`config.mk`:
```
export PLATFORM = sky130hd
export DESIGN_NAME = kmp_stream_matcher
export DESIGN_NICKNAME = d
export VERILOG_FILES = /design/src/rtl/kmp_pkg.sv /design/src/rtl/kmp_prefix_table.sv /design/src/rtl/kmp_step.sv /design/src/rtl/kmp_stream_matcher.sv
export SDC_FILE = /design/constraint.sdc
export NUM_CORES = 1
export LEC_CHECK = 0
export BUFFER_PORTS_ARGS = -buffer_cell sky130_fd_sc_hd__buf_2
export CORE_MARGIN = 10
export CORE_UTILIZATION = 30
export DETAILED_ROUTE_END_ITERATION = 7
export HOLD_SLACK_MARGIN = 0.15
export SLEW_MARGIN = 15
export SYNTH_ARGS = -nofsm -noshare
export SYNTH_HDL_FRONTEND = slang
export SYNTH_SLANG_ARGS = --single-unit
```
`constraint.sdc`:
```
create_clock -name clk -period 12 [get_ports clk]
set_clock_uncertainty 0.1 [all_clocks]
set_input_delay 2.4 -clock clk [delete_from_list [all_inputs] [get_ports clk]]
set_output_delay 2.4 -clock clk [all_outputs]
set_load 0.02 [all_outputs]
```
`src/rtl/kmp_pkg.sv`:
```
// package: shared widths, sequencer states and pattern byte selection for the kmp matcher
package kmp_pkg;

  localparam int LEN_W     = 5;
  localparam int PAT_W     = 64;
  localparam int PAT_IDX_W = 4;
  localparam int BYTE_W    = 8;
  localparam int OUT_W     = 32;
  localparam int CFG_IDX_W = 2;

  typedef enum logic [CFG_IDX_W-1:0] {
    REG_PATTERN_LENGTH = 2'd0,
    REG_PATTERN_LOW    = 2'd1,
    REG_PATTERN_HIGH   = 2'd2
  } cfg_reg_t;

  typedef enum logic [1:0] {
    ST_IDLE,
    ST_BUILD,
    ST_SCAN,
    ST_MATCH
  } kmp_state_t;

  typedef enum logic {
    CMD_BEGIN = 1'b0,
    CMD_TEXT  = 1'b1
  } kmp_cmd_t;

  typedef struct packed {
    logic hit;
    logic fall;
  } step_flags_t;

  function automatic logic [BYTE_W-1:0] pat_byte(
    input logic [PAT_IDX_W-1:0] idx,
    input logic [PAT_W-1:0]     low,
    input logic [PAT_W-1:0]     high
  );
    logic [PAT_W-1:0] w;
    w = idx[PAT_IDX_W-1] ? high : low;
    return w[idx[PAT_IDX_W-2:0]*BYTE_W +: BYTE_W];
  endfunction

endpackage

```
`src/rtl/kmp_prefix_table.sv`:
```
// generic ram: one write port and one read port with registered read data
module kmp_prefix_table #(
  parameter int DEPTH = 16,
  parameter int AW    = 4,
  parameter int WIDTH = 4
) (
  input  logic             clk,
  input  logic             wr_en,
  input  logic [AW-1:0]    wr_addr,
  input  logic [WIDTH-1:0] wr_data,
  input  logic [AW-1:0]    rd_addr,
  output logic [WIDTH-1:0] rd_data
);

  logic [WIDTH-1:0] entries [DEPTH];

  always_ff @(posedge clk) begin
    if (wr_en) begin
      entries[wr_addr] <= wr_data;
    end
    rd_data <= entries[rd_addr];
  end

endmodule

```
`src/rtl/kmp_step.sv`:
```
// shared kmp step unit: pattern byte compare, advance, table fallback or hold at zero
module kmp_step #(
  parameter int CNT_W = 5,
  parameter int IDX_W = 4
) (
  input  logic [CNT_W-1:0]            k,
  input  logic [kmp_pkg::BYTE_W-1:0]  sym,
  input  logic [kmp_pkg::PAT_W-1:0]   pat_low,
  input  logic [kmp_pkg::PAT_W-1:0]   pat_high,
  input  logic [IDX_W-1:0]            tab_rd,
  output kmp_pkg::step_flags_t        flags,
  output logic [CNT_W-1:0]            k_step
);
  import kmp_pkg::*;

  logic [BYTE_W-1:0] pbyte;

  assign pbyte      = pat_byte(PAT_IDX_W'(k), pat_low, pat_high);
  assign flags.hit  = (pbyte == sym);
  assign flags.fall = (k != '0) && (pbyte != sym);

  always_comb begin
    if (flags.fall) begin
      k_step = CNT_W'(tab_rd);
    end else if (flags.hit) begin
      k_step = k + CNT_W'(1);
    end else begin
      k_step = k;
    end
  end

endmodule

```
`src/rtl/kmp_stream_matcher.sv`:
```
// kmp stream matcher top level: configuration, sequencer, position counter and output register
//
// Usage:
//   cfg channel (cfg_valid/cfg_ready, cfg_index, cfg_data) writes pattern_length (0),
//   pattern bytes 0-7 (1) and pattern bytes 8-15 (2); always ready, write only when idle.
//   in channel (in_valid/in_stall, cmd, text_byte): cmd begin rebuilds the prefix table,
//   clears the match count and zeroes the text position; cmd text feeds one byte.
//   out channel (out_valid/out_stall, match_start) carries the start position of each
//   match, overlapping matches included.
//   A begin transfer writes all MAX_PATTERN table entries, one table entry per cycle except
//   while the build is taking a table fallback.
//   A text byte steps through the table fallbacks it needs, then advances, and goes on to
//   the match step when it completes a match; the shared compare unit does one step per cycle.
//   Text before the first begin is dropped.
//   A match passes from its last compare step through the match step into the output register.
//   The output register holds one result; while it is stalled and full, the next match
//   waits in the match step and the input stays stalled.
//   Reset clears the sequencer, match count, text position and output valid; the pattern length returns
//   to 1 and the pattern bytes to zero. The table is rebuilt by every begin.
module kmp_stream_matcher #(
  parameter int MAX_PATTERN   = 16,
  parameter int POSITION_BITS = 32
) (
  input  logic                          clk,
  input  logic                          rst,
  input  logic                          cfg_valid,
  output logic                          cfg_ready,
  input  logic [kmp_pkg::CFG_IDX_W-1:0] cfg_index,
  input  logic [kmp_pkg::PAT_W-1:0]     cfg_data,
  input  logic                          in_valid,
  output logic                          in_stall,
  input  logic                          cmd,
  input  logic [kmp_pkg::BYTE_W-1:0]    text_byte,
  output logic                          out_valid,
  input  logic                          out_stall,
  output logic [kmp_pkg::OUT_W-1:0]     match_start
);
  import kmp_pkg::*;

  localparam int CNT_W = $clog2(MAX_PATTERN + 1);
  localparam int IDX_W = (MAX_PATTERN > 1) ? $clog2(MAX_PATTERN) : 1;

  kmp_state_t state, state_next;

  logic [LEN_W-1:0]         pattern_length;
  logic [PAT_W-1:0]         pattern_low;
  logic [PAT_W-1:0]         pattern_high;
  logic [CNT_W-1:0]         k, k_next;
  logic [IDX_W-1:0]         j, j_next;
  logic [CNT_W-1:0]         matched_count, matched_count_next;
  logic [POSITION_BITS-1:0] text_position, text_position_next;
  logic [BYTE_W-1:0]        cur_byte, cur_byte_next;
  logic                     table_ready, table_ready_next;
  logic                     out_valid_next;
  logic [OUT_W-1:0]         match_start_next;

  logic [CNT_W-1:0]         len;
  logic [IDX_W-1:0]         len_m1;
  logic                     out_free;
  logic                     in_xfer;

  logic                     tab_we;
  logic [IDX_W-1:0]         tab_waddr;
  logic [IDX_W-1:0]         tab_wdata;
  logic [IDX_W-1:0]         tab_raddr;
  logic [IDX_W-1:0]         tab_rdata;

  logic [BYTE_W-1:0]        step_sym;
  step_flags_t              step_flags;
  logic [CNT_W-1:0]         step_k;
  logic [POSITION_BITS-1:0] start_pos;

  assign cfg_ready = 1'b1;
  assign in_stall  = (state != ST_IDLE);
  assign in_xfer   = in_valid && !in_stall;
  assign out_free  = !out_valid || !out_stall;

  always_comb begin
    if (pattern_length == '0) begin
      len = CNT_W'(1);
    end else if (pattern_length > LEN_W'(MAX_PATTERN)) begin
      len = CNT_W'(MAX_PATTERN);
    end else begin
      len = CNT_W'(pattern_length);
    end
  end

  assign len_m1    = IDX_W'(len - CNT_W'(1));
  assign step_sym  = (state == ST_BUILD) ? pat_byte(PAT_IDX_W'(j), pattern_low, pattern_high)
                                         : cur_byte;
  assign start_pos = text_position - POSITION_BITS'(len) + POSITION_BITS'(1);

  kmp_prefix_table #(
    .DEPTH (MAX_PATTERN),
    .AW    (IDX_W),
    .WIDTH (IDX_W)
  ) u_table (
    .clk     (clk),
    .wr_en   (tab_we),
    .wr_addr (tab_waddr),
    .wr_data (tab_wdata),
    .rd_addr (tab_raddr),
    .rd_data (tab_rdata)
  );

  kmp_step #(
    .CNT_W (CNT_W),
    .IDX_W (IDX_W)
  ) u_step (
    .k        (k),
    .sym      (step_sym),
    .pat_low  (pattern_low),
    .pat_high (pattern_high),
    .tab_rd   (tab_rdata),
    .flags    (step_flags),
    .k_step   (step_k)
  );

  always_comb begin
    state_next         = state;
    k_next             = k;
    j_next             = j;
    matched_count_next = matched_count;
    text_position_next = text_position;
    cur_byte_next      = cur_byte;
    table_ready_next   = table_ready;
    out_valid_next     = out_valid && out_stall;
    match_start_next   = match_start;
    tab_we             = 1'b0;
    tab_waddr          = j;
    tab_wdata          = '0;

    case (state)
      ST_IDLE: begin
        if (in_xfer) begin
          if (cmd == CMD_BEGIN) begin
            tab_we             = 1'b1;
            tab_waddr          = '0;
            tab_wdata          = '0;
            k_next             = '0;
            j_next             = IDX_W'(1);
            matched_count_next = '0;
            text_position_next = '0;
            if (MAX_PATTERN > 1) begin
              state_next = ST_BUILD;
            end else begin
              table_ready_next = 1'b1;
            end
          end else if (table_ready) begin
            cur_byte_next = text_byte;
            k_next        = (matched_count >= len) ? '0 : matched_count;
            state_next    = ST_SCAN;
          end
        end
      end

      ST_BUILD: begin
        if (CNT_W'(j) < len) begin
          if (step_flags.fall) begin
            k_next = step_k;
          end else begin
            k_next    = step_k;
            tab_we    = 1'b1;
            tab_wdata = IDX_W'(step_k);
          end
        end else begin
          tab_we    = 1'b1;
          tab_wdata = '0;
        end
        if (tab_we) begin
          if (j == IDX_W'(MAX_PATTERN - 1)) begin
            table_ready_next = 1'b1;
            state_next       = ST_IDLE;
          end else begin
            j_next = j + IDX_W'(1);
          end
        end
      end

      ST_SCAN: begin
        if (step_flags.fall) begin
          k_next = step_k;
        end else if (step_k >= len) begin
          state_next = ST_MATCH;
        end else begin
          matched_count_next = step_k;
          text_position_next = text_position + POSITION_BITS'(1);
          state_next         = ST_IDLE;
        end
      end

      ST_MATCH: begin
        if (out_free) begin
          out_valid_next     = 1'b1;
          match_start_next   = OUT_W'(start_pos);
          matched_count_next = CNT_W'(tab_rdata);
          text_position_next = text_position + POSITION_BITS'(1);
          state_next         = ST_IDLE;
        end
      end

      default: begin
        state_next = ST_IDLE;
      end
    endcase

    // read address for the next cycle's table entry
    if (state_next == ST_MATCH) begin
      tab_raddr = len_m1;
    end else begin
      tab_raddr = IDX_W'(k_next - CNT_W'(1));
    end
  end

  always_ff @(posedge clk) begin
    if (rst) begin
      state          <= ST_IDLE;
      pattern_length <= LEN_W'(1);
      pattern_low    <= '0;
      pattern_high   <= '0;
      matched_count  <= '0;
      text_position  <= '0;
      table_ready    <= 1'b0;
      out_valid      <= 1'b0;
    end else begin
      state         <= state_next;
      matched_count <= matched_count_next;
      text_position <= text_position_next;
      table_ready   <= table_ready_next;
      out_valid     <= out_valid_next;
      if (cfg_valid && cfg_ready) begin
        case (cfg_index)
          REG_PATTERN_LENGTH: pattern_length <= cfg_data[LEN_W-1:0];
          REG_PATTERN_LOW:    pattern_low    <= cfg_data;
          REG_PATTERN_HIGH:   pattern_high   <= cfg_data;
          default: begin
          end
        endcase
      end
    end
  end

  always_ff @(posedge clk) begin
    k           <= k_next;
    j           <= j_next;
    cur_byte    <= cur_byte_next;
    match_start <= match_start_next;
  end

endmodule
```
### After elaboration in Yosys (flattened, before gate mapping)

Memory sizes are Yosys's and may differ from the RTL's. A register that Yosys moved wholly into a read port is not among the register bits.
Cells that the tools add are included.
W data, S select, Z words.

* add/subtract/negate cells: 7
* $lt $le $gt $ge: 4
* eq/ne operators: 16
* shift-type cells: 2
* multiplexer cells: 57
* reductions and logical operators: 22

Operators with widths (number)
* $mux W32: 5
* $mux W64: 2
* $shiftx A64 B7 Y8: 2
* $pmux W32 S3: 1
* $mux W5: 15
* $add A32 B1 Y32 const B: 2
* $mux W4: 11
* $sub A32 B5 Y32: 1
* $pmux W5 S3: 2
* $mux W2: 8
* $ne A2 B2 Y1 const B: 6
* $ge A5 B5 Y1: 2
* $mux W1: 9
* $eq A2 B2 Y1 const B: 4
* $eq A8 B8 Y1: 1
* $mux W8: 1
* $ne A8 B8 Y1: 1
* $pmux W2 S4: 1
* $pmux W4 S2: 1
* $reduce_and A2 Y1: 4
* $sub A4 B1 Y4 const B: 2
* $reduce_and A6 Y1: 1
* $add A5 B1 Y5 const B: 1
* $gt A5 B5 Y1 const B: 1
* 17 further kinds: 24

* register bits: 223
* bits in writable memories: 64
* input bits: 80
* output and inout port bits: 35
* logic and storage cells: 121
* memories kept: 1

Memory list
* u_table.entries: depth 16, bits a word 4, rd ports 1, clocked after Yosys merged registers in 1, write ports 1, line kmp_prefix_table.sv:15 `logic [WIDTH-1:0] entries [DEPTH];`

### Longest topological paths before layout

Gate-level depths: netlist of the first run.

* depth in word-level cells: 12
* depth in mapped cells: 33

### Cells and area by module

From an unflattened synthesis of the first run, not the netlist that was laid out.

* cells, all modules: 1584
* area total of the unflattened synthesis: 15660.0 sq um

By module, submodules not included
* kmp_stream_matcher: instances 1, cells an instance 1356, area an instance 11718.7 sq um, sequential area each 4914.7 sq um
* kmp_prefix_table: instances 1, cells an instance 130, area an instance 2666.3 sq um, sequential area each 2001.9 sq um
* kmp_step: instances 1, cells an instance 98, area an instance 1275.0 sq um, sequential area each 0.0 sq um

### Worst setup path before layout of the first run

OpenSTA, ideal clock, no wires.

* kind: register to register
* from: reg k[3]
* to: reg u_table.rd_data[0] (read register of u_table.entries)
* setup time: 121 ps
* arrival time: 6780 ps
* setup slack: 4999 ps
* stages on the path, launching flop included: 32
* cells stage by stage: dfxtp_1 > buf_2 > buf_1 > mux4_2 > mux4_2 > nor4_1 > nor4_2 > nand4_1 > buf_2 > a21oi_1 > a31oi_1 > ha_1 > nand2b_1 > a21o_1 > a21o_1 > a21oi_1 > nor2b_1 > o21ai_0 > a21oi_1 > a211o_1 > and3_1 > buf_2 > nand2_1 > o21ai_0 > ha_1 > clkbuf_1 > clkbuf_1 > clkbuf_1 > mux4_2 > mux2i_1 > mux2i_1 > mux2_2

* cells in the longest elaborated chain, start to end: 11
* elaborated cells between the ends (all ways): 26
* those cells by class: 2 x add/sub; 1 x order compare; 3 x eq/ne; 1 x shift; 17 x mux; 2 x reduce/logical

Ends and longest elaborated chain
* from (decl): line kmp_stream_matcher.sv:48 `logic [CNT_W-1:0] k, k_next;`
* from (signal assigned): line kmp_stream_matcher.sv:244 `k <= k_next;`
* $mux W64: line kmp_pkg.sv:40 `w = idx[PAT_IDX_W-1] ? high : low;`
* $shiftx A64 B7 Y8: line kmp_pkg.sv:41 `return w[idx[PAT_IDX_W-2:0]*BYTE_W +: BYTE_W];`
* $eq A8 B8 Y1 or $ne A8 B8 Y1 (tied branches): line kmp_step.sv:19, kmp_step.sv:20
* $mux W5 or $logic_and A1 B1 Y1 (tied branches): line kmp_step.sv:25, kmp_step.sv:20
* $mux W5 or $mux W1 (tied branches): line kmp_step.sv:23, kmp_stream_matcher.sv:159
* $ge A5 B5 Y1 or $mux W1 (tied branches): line kmp_stream_matcher.sv:183, kmp_stream_matcher.sv:158
* $mux W2 or $mux W1 (tied branches): line kmp_stream_matcher.sv:183, kmp_stream_matcher.sv:133
* $mux W2, on equally long branches: line kmp_stream_matcher.sv:181, kmp_stream_matcher.sv:170
* $pmux W2 S4: line kmp_stream_matcher.sv:133 `case (state)`
* $eq A2 B2 Y1: line kmp_stream_matcher.sv:208 `if (state_next == ST_MATCH) begin`
* $mux W4 (*): line kmp_stream_matcher.sv:208
* to (decl): line kmp_prefix_table.sv:12 `output logic [WIDTH-1:0] rd_data`

Mark *: on every way between the ends. The rest lies on a longest branch, timed or not. The select of a mux whose other input is x is not followed.
A chain may end at the register's enable or synchronous reset.

### Final worst setup path of the first run

* from: reg j[1]
* to: reg u_table.rd_data[2] (read register of u_table.entries)

* cells in the longest elaborated chain, start to end: 11
* elaborated cells between the ends (all ways): 24
* those cells by class: 1 x add/sub; 2 x order compare; 4 x eq/ne; 1 x shift; 15 x mux; 1 x reduce/logical

Ends and longest elaborated chain
* from (decl): line kmp_stream_matcher.sv:49 `logic [IDX_W-1:0] j, j_next;`
* from (signal assigned): line kmp_stream_matcher.sv:245 `j <= j_next;`
* $shiftx A64 B7 Y8: line kmp_pkg.sv:41
* $mux W8: line kmp_stream_matcher.sv:89 `assign step_sym = (state == ST_BUILD) ? pat_byte(PAT_IDX_W'(j), pattern_low, pattern_high)`
* $eq A8 B8 Y1 or $ne A8 B8 Y1 (tied branches): line kmp_step.sv:19, kmp_step.sv:20
* $mux W5 or $logic_and A1 B1 Y1 (tied branches): line kmp_step.sv:25, kmp_step.sv:20
* $mux W5 or $mux W1 (tied branches): line kmp_step.sv:23, kmp_stream_matcher.sv:159
* $ge A5 B5 Y1 or $mux W1 (tied branches): line kmp_stream_matcher.sv:183, kmp_stream_matcher.sv:158
* $mux W2 or $mux W1 (tied branches): line kmp_stream_matcher.sv:183, kmp_stream_matcher.sv:133
* $mux W2, on equally long branches: line kmp_stream_matcher.sv:181, kmp_stream_matcher.sv:170
* $pmux W2 S4: line kmp_stream_matcher.sv:133
* $eq A2 B2 Y1: line kmp_stream_matcher.sv:208
* $mux W4 (*): line kmp_stream_matcher.sv:208

Marks and branches as above.

==> impl_metrics.tcl, run 1 <==
set metrics [dict create \
    endpoint_kind "register" \
    ir_drop_v 0.0000947 \
    yosysMostFrequentCell "nand2_1" \
    area_delta_synth_final_pct 13.8 \
    clk_pin_slew_worst_paths_ns 0.06 \
    synth_nets 1764 \
    critPathKind "register to register" \
    clock_sinks 291 \
    synth_xor_area_share_pct 3.10 \
    syn_area_um2 16100 \
    critical_path.max_stage_delay_ns 1.05 \
    dieArea_um2 63400 \
    io_pins 115 \
    rsz0062_at_grt "false" \
    cts_buffer_depth 3 \
    grt_antenna_before_repair 3 \
    hold-worst-slack_ns 0.369 \
    first_pass_iters 5 \
    synth_top_flop_cell "dfxtp_1" \
    grt_pass1_wl_um 70400 \
    synthAdderAreaFrac_pct 6.18 \
    fmax_mhz 117 \
    globalplace.congestion 0.880 \
    grt_max_degree 96 \
    initial_utilization_pct 30.5 \
    status "finished, final reports clean" \
    hold_class "register to register" \
    drc_errors 0 \
    max-cap-violations 0 \
    period_needed_ns 8.52 \
    cts_tree "built" \
    synthArstFlopShare_pct 0 \
    detail_route.wl_per_cell_um 18.8 \
    critical-path-top-delay-family "simple AND/OR/NAND/NOR gates" \
    p_per_area_nw_per_um2 136 \
    synthTopCellsByCount "nand2_1, dfxtp_1, a21oi_1" \
    synth_area_per_cell_um2 10.0 \
    yosysWarnings 0 \
    antenna_left 0 \
    grt_overflow_total 0 \
    synthTopCellsByArea "dfxtp_1, edfxtp_1, mux4_2, nand2_1, ha_1" \
    cts_made_buffers 34 \
    syn_inst 1605 \
    worstPathMaxFanout 22 \
    synthMuxAreaShare_pct 16.8 \
    num_rows 84 \
    drt_wl_total_um 44900 \
    fin_ws_ns 3.48 \
    drive_gt1_share_pct 17.9 \
    cp.required_ns 12.27 \
    synth.top_cell.area_share_pct 22.6 \
    final_util_pct 34.7 \
    cts_setup_buffers 0 \
    grt_pass1_vias 12400 \
    hold_buffers 0 \
    grtUsageTotal_pct 13.8 \
    crit_arrival_ns 8.79 \
    finalSetupTns_ns 0 \
    relSlewSlack_pct 23.5 \
    total_power_mw 2.50 \
    synth_top_area_cell "dfxtp_1" \
    finalMaxSlewViolations 0 \
    cp-start-kind "register" \
    final_hold_viol_count 0 \
    cts_root_buf "clkbuf_16" \
    die_w_um 252 \
    dpl.hpwl_um 32200 \
    p_leak_nw 6.88 \
    synthSimpleGateAreaFrac_pct 15.0 \
    yosysSeqAreaShare_pct 42.9 \
    vias 12500 \
    clk_latency_ns 0.53 \
    worst_path_max_delay_cell "edfxtp_1" \
    cts_resized 0 \
    fp.dieH_um 252 \
    io_buffers 113 \
    yosys_register_bits 291 \
    vias_per_cell 5.23 \
    finalCritPeriodShare_pct 71.0 \
    synth.distinct_cells 68 \
    layout.nets 1830 \
    worst-path-buf-inv 0 \
    coreArea_um2 52900 \
    first_iter_violations 960 \
    cts_htree_levels 2 \
    tightestPinTransition_ns 1.14 \
    setup_viol 0 \
    synth-compound-area-share_pct 11.7 \
    place_ws_ns 3.69 \
    synth_top_family_by_area "multiplexers" \
    synth-edff-count 109 \
]
-- cells in the final DEF (no fill, tap or decap), types with 6 or more instances in the layout --
cell       count
nor2b_1       14
a21oi_1      181
clkinv_2       6
xor2_1         8
and2_1        12
clkbuf_16     34
nor2_1        92
buf_4         17
ha_1          78
xnor2_1       49
mux2_2        19
buf_2        112
inv_1         63
o31a_1         8
nor3_1        13
a22oi_1       12
dfxtp_1      180
and3_1        22
mux4_2        88
a21boi_0       7
a31oi_1        9
nand4_1       11
nand2b_1      12
nand2_1      303
a21o_1        14
mux2i_1       47
o21ai_0       31
edfxtp_1     109
nand3_1       25
clkbuf_1       7
nor4_1        11
-- metal layers --
layer	up-vias	wire [um]	GRT usage (%)
met2	389	22000	23.9
li1	5900	-	-
met1	6136	19300	17.5
met3	50	2790	2.86
met4	2	728	2.93
met5	-	17	0
-- kinds of logic (layout without fill, tap and decap cells) --
logic type,count (synthesis),in the layout
flops,291,291
simple gates,544,544
xor+xnor,57,57
fa+ha+maj,79,79
compound gates,312,312
other cells,1,3
mux,158,158
buf+inv,163,255
-- metrics by stage --
stage	instance area (um2)	cells
global placement	17200	2323
global route	18300	2386
floorplan	16100	1605
finish	18300	2387
CTS	18300	2385
detailed placement	17200	2323
-- state kept, by name (all words and copies together) (netlist names), 5 cells and up --
name	cells
pattern_high	64
pattern_low	64
u_table.entries	64
match_start	32
text_position	32
cur_byte	8
k	5
matched_count	5
pattern_length	5
-- where the power goes --
part / switching (mW) / internal, mW / total, mW
clock: 0.412 / 0.600 / 1.01
combinational: 0.199 / 0.178 / 0.376
sequential: 0.0561 / 1.05 / 1.11
total: 0.667 / 1.83 / 2.50
-- area by class of cell --
class,instances,area (um2)
fill,5325,34500
inverter,64,240
clock buffer,46,946
multi-input combinational,1151,8540
antenna,2,5.00
clock inverter,16,150
timing repair buffer,129,688
sequential,291,6920
tap,688,861
-- path summary, 6_finish.rpt --
check | startpoint | to | cells after the start | slack, ns
worst max-delay path | j[1] | u_table.rd_data[2] | 26 | 3.48
worst min-delay path | pattern_high[38] | pattern_high[38] | 2 | 0.37
worst max register to register | j[1] | u_table.rd_data[2] | 26 | 3.48
worst min register to register | pattern_high[38] | pattern_high[38] | 2 | 0.37
-- worst register-to-register path: stages, from the launching register on --
cell and delay, ns:
edfxtp_1 1.05, nor2b_1 0.78, a222oi_1 0.17, o211a_1 0.21, o31a_1 0.29, nor4_2 0.40, nand4_1 0.63, a31oi_1 0.58
ha_1 0.29, nand2b_1 0.14, a21o_1 0.17, a21o_1 0.17, a21oi_1 0.14, nor2b_1 0.06, o21ai_0 0.41, a21oi_1 0.08
a211o_1 0.31, and3_1 0.31, nand2_1 0.11, o21ai_0 0.10, ha_1 0.26, or4_1 0.53, a32o_1 0.23, and2_1 0.28
mux2_2 0.33, mux2i_1 0.17, mux2i_1 0.10
Power figures use the tool's default switching activity.
==> inputs of run 2 (changes only) <==
- clock period: 12 -> 7.55 ns (I/O delays scaled with it)
==> run 2 against run 1 <==
  * Sequential power is 58% higher
  * Flip-flop and latch count stayed put
  * Largest power group unchanged
  * Final cell count is 0.80% higher
  * Utilization is 0.53 points higher
==> impl_metrics.tcl, run 2 (synthesis results as in run 1) <==
set metrics [dict create \
    critPathKind "register to register" \
    p_switching_mw 1.09 \
    vias_per_cell 5.18 \
    dpl.hpwl_um 33400 \
    seq_power_share_pct 42.4 \
    max-cap-violations 0 \
    first_pass_iters 6 \
    coreArea_um2 52900 \
    place_ws_ns 0.470 \
    grtUsageTotal_pct 14.1 \
    drc_errors 0 \
    area_delta_synth_final_pct 15.5 \
    vias 12500 \
    total_power_mw 4.12 \
    final_hold_viol_count 0 \
    hold_depth 2 \
    period_needed_ns 7.09 \
    endpoint_kind "register" \
    detail_route.wl_per_cell_um 18.8 \
    cts_made_buffers 35 \
    finalCritPeriodShare_pct 93.9 \
    tightestPinTransition_ns 1.04 \
    worst_path_max_delay_cell "dfxtp_2" \
    clock_sinks 291 \
    place_area_um2 17400 \
    clock_power_share_pct 42.1 \
    clk_latency_ns 0.53 \
    cts_root_buf "clkbuf_16" \
    grt_pass1_wl_um 71000 \
    drt_wl_total_um 45300 \
    rsz0062_at_grt "false" \
    num_rows 84 \
    fin_area_um2 18600 \
    mostFrequentLayoutCells "nand2_1, a21oi_1, dfxtp_1" \
    p_sw_share_pct 26.5 \
    dieArea_um2 63400 \
    io_pins 115 \
    fmax_mhz 141 \
    cp.required_ns 7.85 \
    relSlewSlack_pct 30.3 \
    status "finished, final reports clean" \
    initial_utilization_pct 30.5 \
    r2r_cells 26 \
    grt_overflow_total 0 \
    cp-start-kind "register" \
    cts_buffer_depth 3 \
    cts_tree "built" \
    p_leak_nw 7.01 \
    antenna_left 0 \
    layout_commonest_cell "nand2_1" \
    cts_htree_levels 2 \
    die_w_um 252 \
    p_per_area_nw_per_um2 221 \
    finalMaxSlewViolations 0 \
    grt_max_degree 75 \
    crit_arrival_ns 7.39 \
    clk_pin_slew_worst_paths_ns 0.06 \
    layout.nets 1850 \
    io_buffers 113 \
    first_iter_violations 1043 \
    drive_gt1_share_pct 18.9 \
    hold_class "register to register" \
    fin_ws_ns 0.462 \
    internal_power_mw 3.03 \
    globalplace.congestion 0.889 \
    top_regs "pattern_high (64), pattern_low (64), u_table.entries (64)" \
    setup_viol 0 \
    finalSetupTns_ns 0 \
    critical_path.max_stage_delay_ns 0.63 \
    combPwrFrac_pct 15.5 \
    ir_drop_v 0.000159 \
    grt_antenna_before_repair 1 \
    worstPathMaxFanout 16 \
    grt_pass1_vias 12400 \
    final_util_pct 35.2 \
    fp.dieH_um 252 \
]
[run 2: cell count changes in the layout (fill, tap and decap cells not counted), sizes merged]
cell      previous run  this run
clkinv              11         9
buf                129       148
inv                 65        64
diode                2         1
bufinv               2         4
clkinvlp             2         4
[run 2: layout make-up]
cell class                 count  area [um2]
antenna                        1        2.50
clock buffer                  46         980
clock inverter                17         199
fill                        5328       34200
inverter                      64         240
multi-input combinational   1151        8550
sequential                   291        6920
tap                          688         861
timing repair buffer         148         881
[run 2: power by group through the flow]
stage	sequential [mW]	combinational, mW	clock, mW
6_report	1.75	0.641	1.74
5_1_grt	1.75	0.698	1.84
4_1_cts	1.75	0.630	1.77
3_5_place_dp	1.78	0.628	0
3_3_place_gp	1.78	0.621	0
2_1_floorplan	1.73	0.491	0
[run 2: metrics by stage]
step,std cells,hold slack [ns]
after floorplan,1605,0.342
after global placement,2339,0.354
after detailed placement,2339,0.362
after CTS,2402,0.370
after global routing,2406,0.394
final,2406,0.373
[run 2: worst max-delay path, delay by kind of cell (launching register included)]
family          cells  cell delay [ns]
fa+ha+maj           2             0.52
mux                 5             1.34
compound gates     10             1.97
flops               1             0.63
buf+inv             1             0.29
simple gates        8             2.07
[run 2: path summary, 6_finish.rpt]
check	from	endpoint	slack, ns
worst max register to register	k[3]	u_table.rd_data[2]	0.46
worst min register to register	pattern_high[26]	pattern_high[26]	0.37
worst max-delay path	k[3]	u_table.rd_data[2]	0.46
worst min-delay path	pattern_high[26]	pattern_high[26]	0.37
[run 2: layer usage]
metal	up-vias	global-route usage [%]	wire length, um
met3	53	2.92	2840
met1	6073	17.9	19500
met4	0	4.09	887
met2	391	23.7	22200
met5	-	0	0
li1	5958	-	-
[run 2: timing repair]
action                                  4_1_cts  5_1_grt
endpoints found under the setup margin        0        1
hold buffers                                  0        0
setup buffers                                 0        3
resized for setup                             0        1
hold endpoints to repair                      0        0
